### src/rtl/vdcp_pkg.sv
// Package: item types, command codes and constants of the video display CPU port.
`timescale 1ns / 1ps
`default_nettype none
package vdcp_pkg;

   localparam int unsigned PTR_BITS            = 14;
   localparam int unsigned VRAM_ADDR_BITS_DEF  = 14;
   localparam logic [4:0]  SPRITE_IDX_RESET    = 5'h1F;
   localparam logic [7:0]  READ_ZERO           = 8'h00;

   localparam logic [2:0] CMD_STATUS     = 3'd0;
   localparam logic [2:0] CMD_DATA_READ  = 3'd1;
   localparam logic [2:0] CMD_DATA_WRITE = 3'd2;
   localparam logic [2:0] CMD_CTRL_WRITE = 3'd3;
   localparam logic [2:0] CMD_EVENT      = 3'd4;

   localparam logic [2:0] REG_MODE0  = 3'd0;
   localparam logic [2:0] REG_MODE1  = 3'd1;
   localparam logic [2:0] REG_NAME   = 3'd2;
   localparam logic [2:0] REG_COLOR  = 3'd3;
   localparam logic [2:0] REG_BG_PAT = 3'd4;
   localparam logic [2:0] REG_ATTR   = 3'd5;
   localparam logic [2:0] REG_SP_PAT = 3'd6;
   localparam logic [2:0] REG_COLORS = 3'd7;

   typedef struct packed {
      logic [2:0] cmd;
      logic [7:0] write_byte;
      logic [4:0] event_sprite_index;
      logic       event_collision;
      logic       event_overflow;
      logic       event_frame;
   } req_type;

   typedef struct packed {
      logic [7:0]          read_data;
      logic                irq_line;
      logic [8:0]          mode_and_enables;
      logic [3:0]          name_table_base;
      logic [7:0]          color_table_base;
      logic [2:0]          bg_pattern_base;
      logic [6:0]          sprite_attr_base;
      logic [2:0]          sprite_pattern_base;
      logic [3:0]          backdrop_color;
      logic [3:0]          text_color;
      logic [PTR_BITS-1:0] vram_pointer;
      logic                latch_phase;
   } rsp_type;

   typedef struct packed {
      logic step;
      logic load_ra;
   } ctrl_cmd_type;

   typedef struct packed {
      logic ra_req;
   } dp_status_type;

endpackage
`default_nettype wire

### src/rtl/vdcp_ctrl.sv
// Controller: accepts items, sequences the read-ahead load and strobes results.
`timescale 1ns / 1ps
`default_nettype none
module vdcp_ctrl (
   input  wire logic                   clock,
   input  wire logic                   reset,
   input  wire logic                   start,
   output logic                        busy,
   output logic                        rsp_valid,
   input  wire vdcp_pkg::dp_status_type status,
   output vdcp_pkg::ctrl_cmd_type      cmd
);

   typedef enum logic {
      ST_IDLE,
      ST_LOAD
   } state_type;

   state_type state_ff;
   state_type state_in;
   logic      load_ra_ff;
   logic      load_ra_in;
   logic      rsp_valid_ff;
   logic      step;

   assign busy      = reset | (state_ff == ST_LOAD);
   assign step      = start & ~busy;
   assign rsp_valid = rsp_valid_ff;

   assign cmd.step    = step;
   assign cmd.load_ra = (state_ff == ST_LOAD) & load_ra_ff;

   always_comb begin
      state_in   = state_ff;
      load_ra_in = load_ra_ff;
      unique case (state_ff)
         ST_IDLE: begin
            if (step) begin
               state_in   = ST_LOAD;
               load_ra_in = status.ra_req;
            end
         end
         ST_LOAD: begin
            state_in   = ST_IDLE;
            load_ra_in = 1'b0;
         end
         default: state_in = ST_IDLE;
      endcase
   end

   always_ff @(posedge clock) begin
      if (reset) begin
         state_ff     <= ST_IDLE;
         load_ra_ff   <= 1'b0;
         rsp_valid_ff <= 1'b0;
      end else begin
         state_ff     <= state_in;
         load_ra_ff   <= load_ra_in;
         rsp_valid_ff <= step;
      end
   end

endmodule
`default_nettype wire

### config.mk
export PLATFORM = sky130hd
export DESIGN_NAME = vdcp_ctrl
export DESIGN_NICKNAME = d
export VERILOG_FILES = /design/src/rtl/vdcp_pkg.sv /design/src/rtl/vdcp_ctrl.sv
export SDC_FILE = /design/constraint.sdc
export NUM_CORES = 1
export LEC_CHECK = 0
export ABC_AREA = 1
export BUFFER_PORTS_ARGS = -buffer_cell sky130_fd_sc_hd__buf_2
export CORE_AREA = 2 2 39 41
export CTS_BUF_LIST = sky130_fd_sc_hd__clkbuf_16
export DETAILED_ROUTE_END_ITERATION = 10
export DIE_AREA = 0 0 41 43
export MAX_ROUTING_LAYER = met4
export PLACE_DENSITY = 0.36
export SLEW_MARGIN = 20
export SYNTH_ARGS = -nofsm -noshare
export SYNTH_HDL_FRONTEND = slang
export SYNTH_SLANG_ARGS = --single-unit
### constraint.sdc
create_clock -name clock -period 1.2 [get_ports clock]
set_clock_uncertainty 0.2 [all_clocks]
set_input_delay 0.24 -clock clock [delete_from_list [all_inputs] [get_ports clock]]
set_output_delay 0.24 -clock clock [all_outputs]
set_load 0.1 [all_outputs]
---- Yosys cells after proc, flatten, opt, wreduce, memory -nomap -nowiden ----
Cells that the tools add are included.
word-level totals
  flip-flop bits (word level) ............. 3
  output and inout port bits .............. 4
  logic and storage cells ................. 13
operators by class
  eq/ne operators ......................... 1
  muxes and demuxes ....................... 4
  bitwise gates (word level) .............. 5
operators with widths
  operator                                      number
  case mux 1 bit (2 select lines)               2
  AND 1 bit                                     2
  2-to-1 mux 1 bit                              2
  inequality test 2 bit, second input constant  1
  NOT 1 bit                                     2
  bitwise OR 1 bit                              1

---- Depth between registers and ports, before layout ----
Gate-level depths: netlist of the first run.
  depth after elaboration ................. 5
  depth in mapped cells ................... 4
  mapped depth without buffers ............ 4

---- Worst setup path after synthesis of the first run ----
Ideal clock, no wire load.
  path kind ............................... flip-flop to output port
  start ................................... reg state_ff
  end ..................................... out cmd[1] (netlist bit)
  arrival ................................. 1.054 ns
  setup slack ............................. -0.294 ns
  cell stages (with the launch flop) ...... 5
  path buffers ............................ 1
  path through ............................ dfxtp_1 > nor2_2 > inv_2 > nor2_1 > buf_4
on the way
  longest elaborated chain between the ends .. 3
ends and longest elaborated chain
  item                      line             text
  start: declaration        vdcp_ctrl.sv:19  state_type state_ff;
  start signal: assignment  vdcp_ctrl.sv:57  state_ff <= state_in;
  bitwise OR 1 bit          vdcp_ctrl.sv:26  assign busy = reset | (state_ff == ST_LOAD);
  net busy                  vdcp_ctrl.sv:8   output logic busy,
  NOT 1 bit                 vdcp_ctrl.sv:27  assign step = start & ~busy;
  AND 1 bit                 vdcp_ctrl.sv:27
  end: declaration          vdcp_ctrl.sv:11  output vdcp_pkg::ctrl_cmd_type cmd
The timed path passes the listed nets, and every way through them passes these cells.

==> results of run 1 <==
## state kept, by name, indices dropped and copies added (netlist names)
register	cells
rsp_valid	1
state_ff	1
load_ra_ff	1
## cells in the mapped netlist (all sizes together)
| cell | n |
|---|---|
| nor2 | 6 |
| dfxtp | 3 |
| nand2 | 3 |
| buf | 1 |
| inv | 4 |
## worst max-delay path, stage by stage (launching register included)
cell,delay (ps)
dfxtp_2,320
nor2_4,150
inv_8,50
nor2_4,90
buf_12,180
## layout make-up
class | count | area share
clock buffers | 3 | 0.1863
clock inverters | 1 | 0.009317
inverters | 4 | 0.06522
multi-input cells | 9 | 0.1398
flip-flops and latches | 3 | 0.1553
well taps | 16 | 0.04969
repair buffers | 15 | 0.3944
## layout by cell type, fill, tap and decap left out, drive strengths merged
master,count
clkbuf,3
inv,4
clkinvlp,1
nor2,6
buf,15
nand2,3
dfxtp,3
## kinds of logic (layout without fill, tap and decap cells)
| logic type | after synthesis | in the layout | synth area share |
|---|---|---|---|
| AND/OR/NAND/NOR | 9 | 9 | 0.3053 |
| flip-flops | 3 | 3 | 0.5053 |
| buffers and inverters | 5 | 23 | 0.1895 |
## timing repair
item / 4_1_cts / 5_1_grt
setup buffers: 2 / 2
hold endpoints to repair: 0 / 0
setup endpoints to repair: 3 / 3
resized for setup: 3 / 2
pin swaps: 1 / 0
## worst max path at each step
stage,from,to,slack (ps),depth (start not counted)
2_1_floorplan,state_ff$_SDFF_PP0_,cmd[1],-150,4
3_3_place_gp,reset,cmd[1],-90,5
3_5_place_dp,reset,cmd[1],-90,5
4_1_cts,state_ff$_SDFF_PP0_,cmd[1],-250,4
5_1_grt,state_ff$_SDFF_PP0_,cmd[1],-300,4
6_report,state_ff$_SDFF_PP0_,cmd[1],-250,4
## per-layer routing
metal  share of wire  up-vias  wire length [um]
li1                -       82                 -
met1            0.26       70                93
met2            0.68        4               244
met3           0.058        0                21
met4               0        0                 0
met5               0        -                 0
## power breakdown
part	internal, mW	leakage [nW]	switching, mW	total [mW]
clock	0.430	0.0423	0.0946	0.525
combinational	0.0615	0.120	0.0808	0.142
sequential	0.107	0.0255	0.00431	0.112
## through the flow
step | setup WS (ps) | setup TNS [ps] | cells | power [mW]
floorplan | -148.9 | -220.8 | 17 | 0.1908
global placement | -93.84 | -160.8 | 43 | 0.2346
detailed placement | -90.12 | -153.8 | 43 | 0.2346
CTS | -252.7 | -665.6 | 49 | 0.7778
global route | -297.2 | -928.0 | 51 | 0.8030
finish | -253.2 | -706.4 | 51 | 0.7788
==> summary.md, run 1 <==
| Metric | Value |
|---|---|
| Status | `finished with violations` |
| Violated checks | `negative setup slack` |
| Hold slack | `~52 ps` |
| Vert. Die Dim | `between 40 and 50 um` |
| Fmax | `0.6881 GHz` |
| WL/cell | `between 7 and 8 um` |
| Hold-fix buffers, CTS | `0` |
| Area after DPL | `around 280 sq um` |
| Slew headroom | `0.8893` |
| First-pass GRT wire length | `approximately 600 um` |
| CTS clk-pin slew, worst paths | `30 ps` |
| LEAKAGE | `roughly 0.19 nW` |
| Final Max Tran Viols | `0` |
| Max-Cap Viols | `0` |
| FF+latch count, synth | `3` |
| Post-layout util | `0.2911` |
| Worst IR drop on VDD | `500.6 uV` |
| Pwr/cell area | `about 1900 nW/um^2` |
| Die ar. | `1763 sq um` |
| Endpoint, Worst Hold | `load_ra_ff$_SDFFE_PP0P_` |
| Crit path launch type | `register` |
| PnR worst setup slack | `-253.2 ps` |
| H-tree depth | `1` |
| CTS Buf Count | `3` |
| Ratio of cells with drive above 1 in the final layout | `0.7143` |
| Sink Count | `3` |
| Met2 usage | `0.08438` |
| Crit path time final | `about 1500 ps` |
| Worst Reg2Reg Path Length in Cells | `6` |
| Clk Latency, worst-skew pair | `about 220 ps` |
| Vias/cell | `3.059` |
| Grt met1 use | `0.04808` |
| Vias in the first global route | `170` |
| Fin. Hold Viols | `0` |
| Antenna-violating nets left | `0` |
| Fin crit share | `1.211` |
| Required @ worst endpoint | `between 700 and 800 ps` |
| TritonCTS clock tree | `built` |
| Multi-input gate area | `56.30 sq um` |
| Area contributors post-synth | `dfxtp_1 (51%), nor2_1 (16%), inv_1 (9.5%)` |
| Yosys top cell by area | `dfxtp_1` |
| Register area share after synthesis | `0.5053` |
| Horiz. Die Dim | `41 um` |
| DRC | `0` |
| # rows | `14` |
| FF-to-FF Start | `state_ff$_SDFF_PP0_` |
| Mapped cell area | `118.9 sq um` |
| Placer Congestion | `0.5172` |
| Worst slew pin tran | `~170 ps` |
| Final setup fails | `5` |
| Critical R2R Capture | `state_ff$_SDFF_PP0_` |
| Post-synth top area share | `0.5053` |
| DRT Pass-1 Iters | `1` |
| Core Region | `around 1400 sq um` |
| Total grt overflow | `0` |
| I/O Pins | `8` |
| Post-synthesis cell type count | `7` |
| Register area | `approximately 63 sq um` |
| Final WL | `between 300 and 400 um` |
| Initial antenna violation count | `0` |
| Initial Util | `0.08590` |
| Drt initial violations | `0` |
| Nets | `40` |
| CTS Root Cell | `clkbuf_16` |
| DR vias | `156` |
| HP Start | `status` |
| Area delta synth->final | `238.9%` |
| Hold depth | `3` |
| CTS Buffer Depth | `2` |
| Synth Net Count | `21` |
| Cell count after synthesis | `17` |
| Syn avg cell area | `6.992 sq um` |
| Fillers | `147` |
| CP Capture Type | `output pin` |
| Global-route met3 utilization | `0.01571` |
| Setup Crit Path Kind | `reg -> out` |
| Largest net degree at the start of global routing | `5` |
| HP Class | `in -> reg` |
| RSZ-0062 raised after global routing | `yes` |
| IO buf count | `7` |
| Number of synthesis warnings | `0` |
| Gr usage total | `0.05858` |
| GR peak layer | `met2` |
| Worst R2R Setup Slack | `-30 ps` |
| Crit path max fanout | `3` |
| Finished Cell Area | `between 400 and 500 sq um` |
| Crit path arrival time | `1010 ps` |
| Ant. Diodes | `0` |
(Power assumes the default switching activity.)
==> run 2: changes to the inputs <==
- ABC_AREA: 1 -> 0
==> run 2 against run 1 <==
The run still ends with negative setup slack left. Setup slack got worse by 32 ps. Utilization is 5.3 points lower. Final area fell by 18%. Critical path type unchanged. Critical endpoint unchanged. Largest cell class unchanged.
==> summary.md, run 2 <==
| Metric | Value |
|---|---|
| RSZ-0062 raised after global routing | `yes` |
| Top sig layer | `met4` |
| Top Family by Delay on Critical Path | `simple AND/OR/NAND/NOR gates` |
| Finished Cell Area | `329.1 sq um (-18%)` |
| CTS Buffer Depth | `2 (unchanged)` |
| WL/cell | `7.275 um (+3.3%)` |
| Final Max Tran Viols | `0 (unchanged)` |
| Required @ worst endpoint | `760 ps (about the same)` |
| IO buf count | `7 (unchanged)` |
| Nets | `29 (-28%)` |
| I/O Pins | `8 (unchanged)` |
| # rows | `14 (unchanged)` |
| Vias in the first global route | `145 (-15%)` |
| Ant. Diodes | `0 (unchanged)` |
| Register area share after synthesis | `0.5161 (+0.01087)` |
| Post-route insts no fill | `40 (-22%)` |
| Number of synthesis warnings | `0 (unchanged)` |
| Fillers | `143 (-2.7%)` |
| Hold slack | `71.26 ps (+19.64 ps)` |
| Gr usage total | `0.05139 (-0.007194)` |
| Largest net degree at the start of global routing | `4 (-1)` |
| DR vias | `118 (-24%)` |
| CTS clk-pin slew, worst paths | `30 ps (about the same)` |
| Crit-path slowest cell | `dfxtp_1` |
| Clk Latency, worst-skew pair | `220 ps (about the same)` |
| Syn avg cell area | `8.951 sq um (+28%)` |
| Cell count after synthesis | `13 (-4)` |
| Status | `finished with violations` |
| Fmax | `0.6731 GHz (-2.2%)` |
| Yosys top cell by area | `dfxtp_1` |
| CP Buf/Inv Count | `1 (-1)` |
| Final WL | `291 um (-19%)` |
| CP Capture Type | `output pin` |
| Crit path max fanout | `3 (unchanged)` |
| PnR worst setup slack | `-285.6 ps (-32.45 ps)` |
| TritonCTS clock tree | `built` |
| CTS Buf Count | `3 (unchanged)` |
| Worst path cell trace | `or2_4 -> nor2_4 -> buf_12` |
| Vert. Die Dim | `43 um (unchanged)` |
| Worst IR drop on VDD | `559.4 uV (+12%)` |
| DRT Pass-1 Iters | `1 (unchanged)` |
| Total grt overflow | `0 (unchanged)` |
| Pwr/cell area | `2254 nW/um^2 (+17%)` |
| Initial Util | `0.08409 (-0.001808)` |
| Mapped cell area | `116.4 sq um (-2.1%)` |
| Fin. Hold Viols | `0 (unchanged)` |
| CTS Root Cell | `clkbuf_16` |
| Inst Count DP | `36 (-16%)` |
| Area delta synth->final | `182.8%` |
| Placer Congestion | `0.5246 (+1.4%)` |
| Routed metal-1 wire length | `126 um (+35%)` |
| Number of enable flip-flop cells after synthesis | `0 (unchanged)` |
| Violated checks | `negative setup slack` |
| Core Region | `1384 sq um (unchanged)` |
| Antenna-violating nets left | `0 (unchanged)` |
| LEAKAGE | `0.1516 nW (-19%)` |
| Ratio of cells with drive above 1 in the final layout | `0.7083 (-0.005952)` |
| Fin crit share | `1.238 (+0.02704)` |
| HP Class | `in -> reg` |
| Prevailing post-synth register cell | `dfxtp_1` |
| Commonest non-fill, non-tap cell in the layout | `buf_12` |
| Sink Count | `3 (unchanged)` |
| Synth cell count leaders | `dfxtp_1 (3), nor2_1 (3)` |
| First-pass GRT wire length | `489 um (-19%)` |
| Commonest non-fill, non-tap cells in the layout | `buf_12 (4), clkbuf_16 (3), buf_2 (3)` |
| Metal2 WL | `111 um (-55%)` |
| Post-synthesis cell type count | `9 (+2)` |
| Drt initial violations | `0 (unchanged)` |
| Vias/cell | `2.950 (-3.6%)` |
| PnR Total Power | `0.7416 mW (-4.8%)` |
| Horiz. Die Dim | `41 um (unchanged)` |
| Worst slew pin tran | `160.8 ps (-4.861 ps)` |
| Area contributors post-synth | `dfxtp_1 (52%), nor2_1 (9.7%), mux2i_1 (8.6%)` |
| Slew headroom | `0.8898 (about the same)` |
| Max-Cap Viols | `0 (unchanged)` |
| Setup Crit Path Kind | `reg -> out` |
| Worst R2R Setup Slack | `170 ps (+200 ps)` |
| Post-layout util | `0.2378 (-0.05334)` |
| Met3 wire length | `41 um (+95%)` |
| Crit path time final | `1486 ps (+32.45 ps)` |
| Synth Net Count | `17 (-19%)` |
| FF+latch count, synth | `3 (unchanged)` |
| Crit path arrival time | `1050 ps (+40 ps)` |
| Final setup fails | `3 (-2)` |
| Initial antenna violation count | `0 (unchanged)` |
| Crit path launch type | `register` |
| Slowest stage delay, CP | `290 ps (-30 ps)` |
| Area after DPL | `239.0 sq um (-14%)` |
| Post-synth top area share | `0.5161 (+0.01087)` |
| Post-synth ARST share | `0 (unchanged)` |
| DRC | `0 (unchanged)` |
| Die ar. | `1763 sq um (unchanged)` |
| H-tree depth | `1 (unchanged)` |
## run 2: layer usage
| metal | up-vias | global-route usage |
|---|---|---|
| met5 | - | - |
| met4 | 0 | 0.06000 |
| met3 | 2 | 0.04712 |
| met2 | 10 | 0.06250 |
| met1 | 47 | 0.03846 |
| li1 | 59 | - |
## run 2: layout make-up
cell class | count | area (sq um) | share of cell area
sequential | 3 | 61.31 | 0.1863
tap | 16 | 20.02 | 0.06084
clock inverter | 1 | 3.754 | 0.01141
multi-input combinational | 7 | 51.30 | 0.1559
timing repair buffer | 9 | 113.9 | 0.3460
inverter | 1 | 3.754 | 0.01141
clock buffer | 3 | 75.07 | 0.2281
## run 2: final timing paths
| path | startpoint | to | cells after the start |
|---|---|---|---|
| worst max-delay path | state_ff$_SDFF_PP0_ | cmd[1] | 3 |
| worst min-delay path | status | load_ra_ff$_SDFFE_PP0P_ | 3 |
| worst max register to register | state_ff$_SDFF_PP0_ | load_ra_ff$_SDFFE_PP0P_ | 3 |
| worst min register to register | load_ra_ff$_SDFFE_PP0P_ | load_ra_ff$_SDFFE_PP0P_ | 2 |
## run 2: logic make-up after synthesis
kind of cell | synth area share
AND/OR/NAND/NOR | 0.2582
multiplexers | 0.08602
buffers and inverters | 0.1397
flip-flops | 0.5161
## run 2: repair_timing
| item | CTS | global route |
|---|---|---|
| resized for setup | 3 | 0 |
| setup buffers | 0 | 0 |
| hold endpoints to repair | 0 | 0 |
| endpoints found under the setup margin | 3 | 3 |
| gates cloned | 0 | 0 |
| hold buffers | 0 | 0 |
## run 2: worst register-to-register path, stage by stage, from the launching register on
cell and delay [ps]:
dfxtp_1 290, or2_4 250, buf_4 150, nor2_2 80
## run 2: stage by stage
step	setup slack, ps	setup TNS, ps
after floorplan	-276.3	-276.3
after detailed placement	-178.2	-331.6
after global placement	-162.1	-300.3
after global routing	-309.7	-761.5
final	-285.6	-692.0
after CTS	-294.9	-711.8
## run 2: power breakdown
part | switching (mW) | internal [mW]
sequential | 0.00298 | 0.107
clock | 0.0913 | 0.430
combinational | 0.0675 | 0.0437
==> run 3: changes to the inputs <==
- SKIP_CTS_REPAIR_TIMING: unset -> 1
==> run 3 against run 2 <==
Clock-buffer cell count unchanged. The run still ends with negative setup slack left. Clock power about the same. Utilization down 0.27 points. Critical path depth unchanged. Final cell count unchanged. Sequential cell count unchanged. Global-route usage up 0.21 points. Largest cell class unchanged. Highest routed layer unchanged. Largest power group unchanged. Register-to-register slack about the same.
==> summary.md, run 3 (synthesis results as in run 2) <==
| Metric | Value |
|---|---|
| Fillers | `145 (+1.4%)` |
| DRC | `0 (unchanged)` |
| CTS Root Cell | `clkbuf_16` |
| Register area | `61.31 sq um (unchanged)` |
| H-tree depth | `1 (unchanged)` |
| Clock power frac | `0.704 (+0.002)` |
| Antenna-violating nets left | `0 (unchanged)` |
| Vias/cell | `2.950 (unchanged)` |
| Pwr/cell area | `2275 nW/um^2 (+0.94%)` |
| TritonCTS clock tree | `built` |
| Post-route insts no fill | `40 (unchanged)` |
| Final WL | `293 um (+0.69%)` |
| Seq pwr share | `0.148 (about the same)` |
| Clk Latency, worst-skew pair | `220 ps (about the same)` |
| CP Capture Type | `output pin` |
| DR vias | `118 (unchanged)` |
| Drt initial violations | `0 (unchanged)` |
| CP Buf/Inv Count | `1 (unchanged)` |
| Total grt overflow | `0 (unchanged)` |
| Violated checks | `negative setup slack` |
| Required @ worst endpoint | `760 ps (about the same)` |
| WL/cell | `7.325 um (+0.69%)` |
| Worst path cell trace | `or2_4 -> nor2_4 -> buf_12` |
| LEAKAGE | `0.1501 nW (-0.99%)` |
| Sw Ratio | `0.2181 (about the same)` |
| Placer Congestion | `0.5246 (unchanged)` |
| CTS Buffer Depth | `2 (unchanged)` |
| First-pass GRT wire length | `517 um (+5.7%)` |
| Initial Util | `0.08409 (unchanged)` |
| CTS clk-pin slew, worst paths | `30 ps (about the same)` |
| Crit path launch type | `register` |
| Worst IR drop on VDD | `558.6 uV (-0.15%)` |
| RSZ-0062 raised after global routing | `yes` |
| P_int | `0.5787 mW (-0.21%)` |
| Inst Count DP | `36 (unchanged)` |
| DRT Pass-1 Iters | `1 (unchanged)` |
| Post-layout util | `0.2351 (-0.002713)` |
| Largest net degree at the start of global routing | `4 (unchanged)` |
| Multi-input gate area | `51.30 sq um (unchanged)` |
| Sink Count | `3 (unchanged)` |
| Comb pwr share | `0.148 (-0.002)` |
| Initial antenna violation count | `0 (unchanged)` |
| Setup Crit Path Kind | `reg -> out` |
| Area delta synth->final | `179.6%` |
| Vert. Die Dim | `43 um (unchanged)` |
| Final setup fails | `3 (unchanged)` |
| Fin. Hold Viols | `0 (unchanged)` |
| Slowest stage delay, CP | `290 ps (about the same)` |
| Final Max Tran Viols | `0 (unchanged)` |
| Status | `finished with violations` |
| HP Class | `in -> reg` |
| Die ar. | `1763 sq um (unchanged)` |
| IO buf count | `7 (unchanged)` |
| Crit path time final | `1503 ps (+17.41 ps)` |
| Vias in the first global route | `153 (+5.5%)` |
| Crit path max fanout | `3 (unchanged)` |
| # rows | `14 (unchanged)` |
| Hold slack | `71.27 ps (+0.005600 ps)` |
| Core Region | `1384 sq um (unchanged)` |
| Commonest non-fill, non-tap cell in the layout | `buf_12` |
| Fin crit share | `1.253 (+0.01451)` |
| CTS Buf Count | `3 (unchanged)` |
| Max-Cap Viols | `0 (unchanged)` |
| I/O Pins | `8 (unchanged)` |
| Top Family by Delay on Critical Path | `simple AND/OR/NAND/NOR gates` |
| Crit-path slowest cell | `dfxtp_1` |
| Fmax | `0.6653 GHz (-1.2%)` |
| Gr usage total | `0.05344 (+0.002055)` |
| Ant. Diodes | `0 (unchanged)` |
| PnR Total Power | `0.7401 mW (-0.21%)` |
| Slew headroom | `0.8898 (unchanged)` |
| Psw | `0.1614 mW (-0.20%)` |
| Worst slew pin tran | `160.8 ps (unchanged)` |
| Commonest non-fill, non-tap cells in the layout | `buf_12 (4), clkbuf_16 (3), buf_2 (3)` |
| Nets | `29 (unchanged)` |
| Ratio of cells with drive above 1 in the final layout | `0.7083 (unchanged)` |
| Horiz. Die Dim | `41 um (unchanged)` |
| PnR worst setup slack | `-303.0 ps (-17.41 ps)` |
| Crit path arrival time | `1060 ps (about the same)` |
-- run 3: per-layer routing --
metal / GRT usage / share of wire / up-vias
met3: 0.04712 / 0.14 / 2
met1: 0.04487 / 0.44 / 47
met5: - / 0 / -
met2: 0.06250 / 0.38 / 10
li1: - / - / 59
met4: 0.06000 / 0.041 / 0
-- run 3: power by group through the flow --
stage / registers (mW) / clock network (mW) / logic (mW)
after floorplan: 0.123 / 0 / 0.0638
after global placement: 0.111 / 0 / 0.105
after detailed placement: 0.111 / 0 / 0.106
after CTS: 0.110 / 0.531 / 0.106
after global routing: 0.110 / 0.536 / 0.114
final: 0.110 / 0.521 / 0.110
-- run 3: final timing paths --
path / startpoint / endpoint / slack [ps] / depth (start not counted)
setup / recovery: state_ff$_SDFF_PP0_ / cmd[1] / -300 / 3
hold / removal: status / load_ra_ff$_SDFFE_PP0P_ / 70 / 3
setup reg to reg: state_ff$_SDFF_PP0_ / load_ra_ff$_SDFFE_PP0P_ / 180 / 3
hold reg to reg: load_ra_ff$_SDFFE_PP0P_ / load_ra_ff$_SDFFE_PP0P_ / 290 / 2
-- run 3: tightest hold or removal path, delay by kind of cell --
family / cells / cell delay [ps]
muxes: 1 / 70
and+or+nand+nor: 1 / 70
buffers and inverters: 1 / 80
-- run 3: final cells by class --
cell class / count / area share
Clock inverter: 1 / 0.01154
Tap cell: 16 / 0.06154
Multi-Input combinational cell: 7 / 0.1577
Timing Repair Buffer: 9 / 0.3385
Clock buffer: 3 / 0.2308
Sequential cell: 3 / 0.1885
Inverter: 1 / 0.01154
-- run 3: stage by stage --
stage | TNS (ps) | area, sq um | setup slack (ps)
floorplan | -276.3 | 145.1 | -276.3
global placement | -300.3 | 239.0 | -162.1
detailed placement | -331.6 | 239.0 | -178.2
CTS | -774.1 | 317.8 | -336.6
global route | -804.9 | 325.3 | -328.7
finish | -728.8 | 325.3 | -303.0
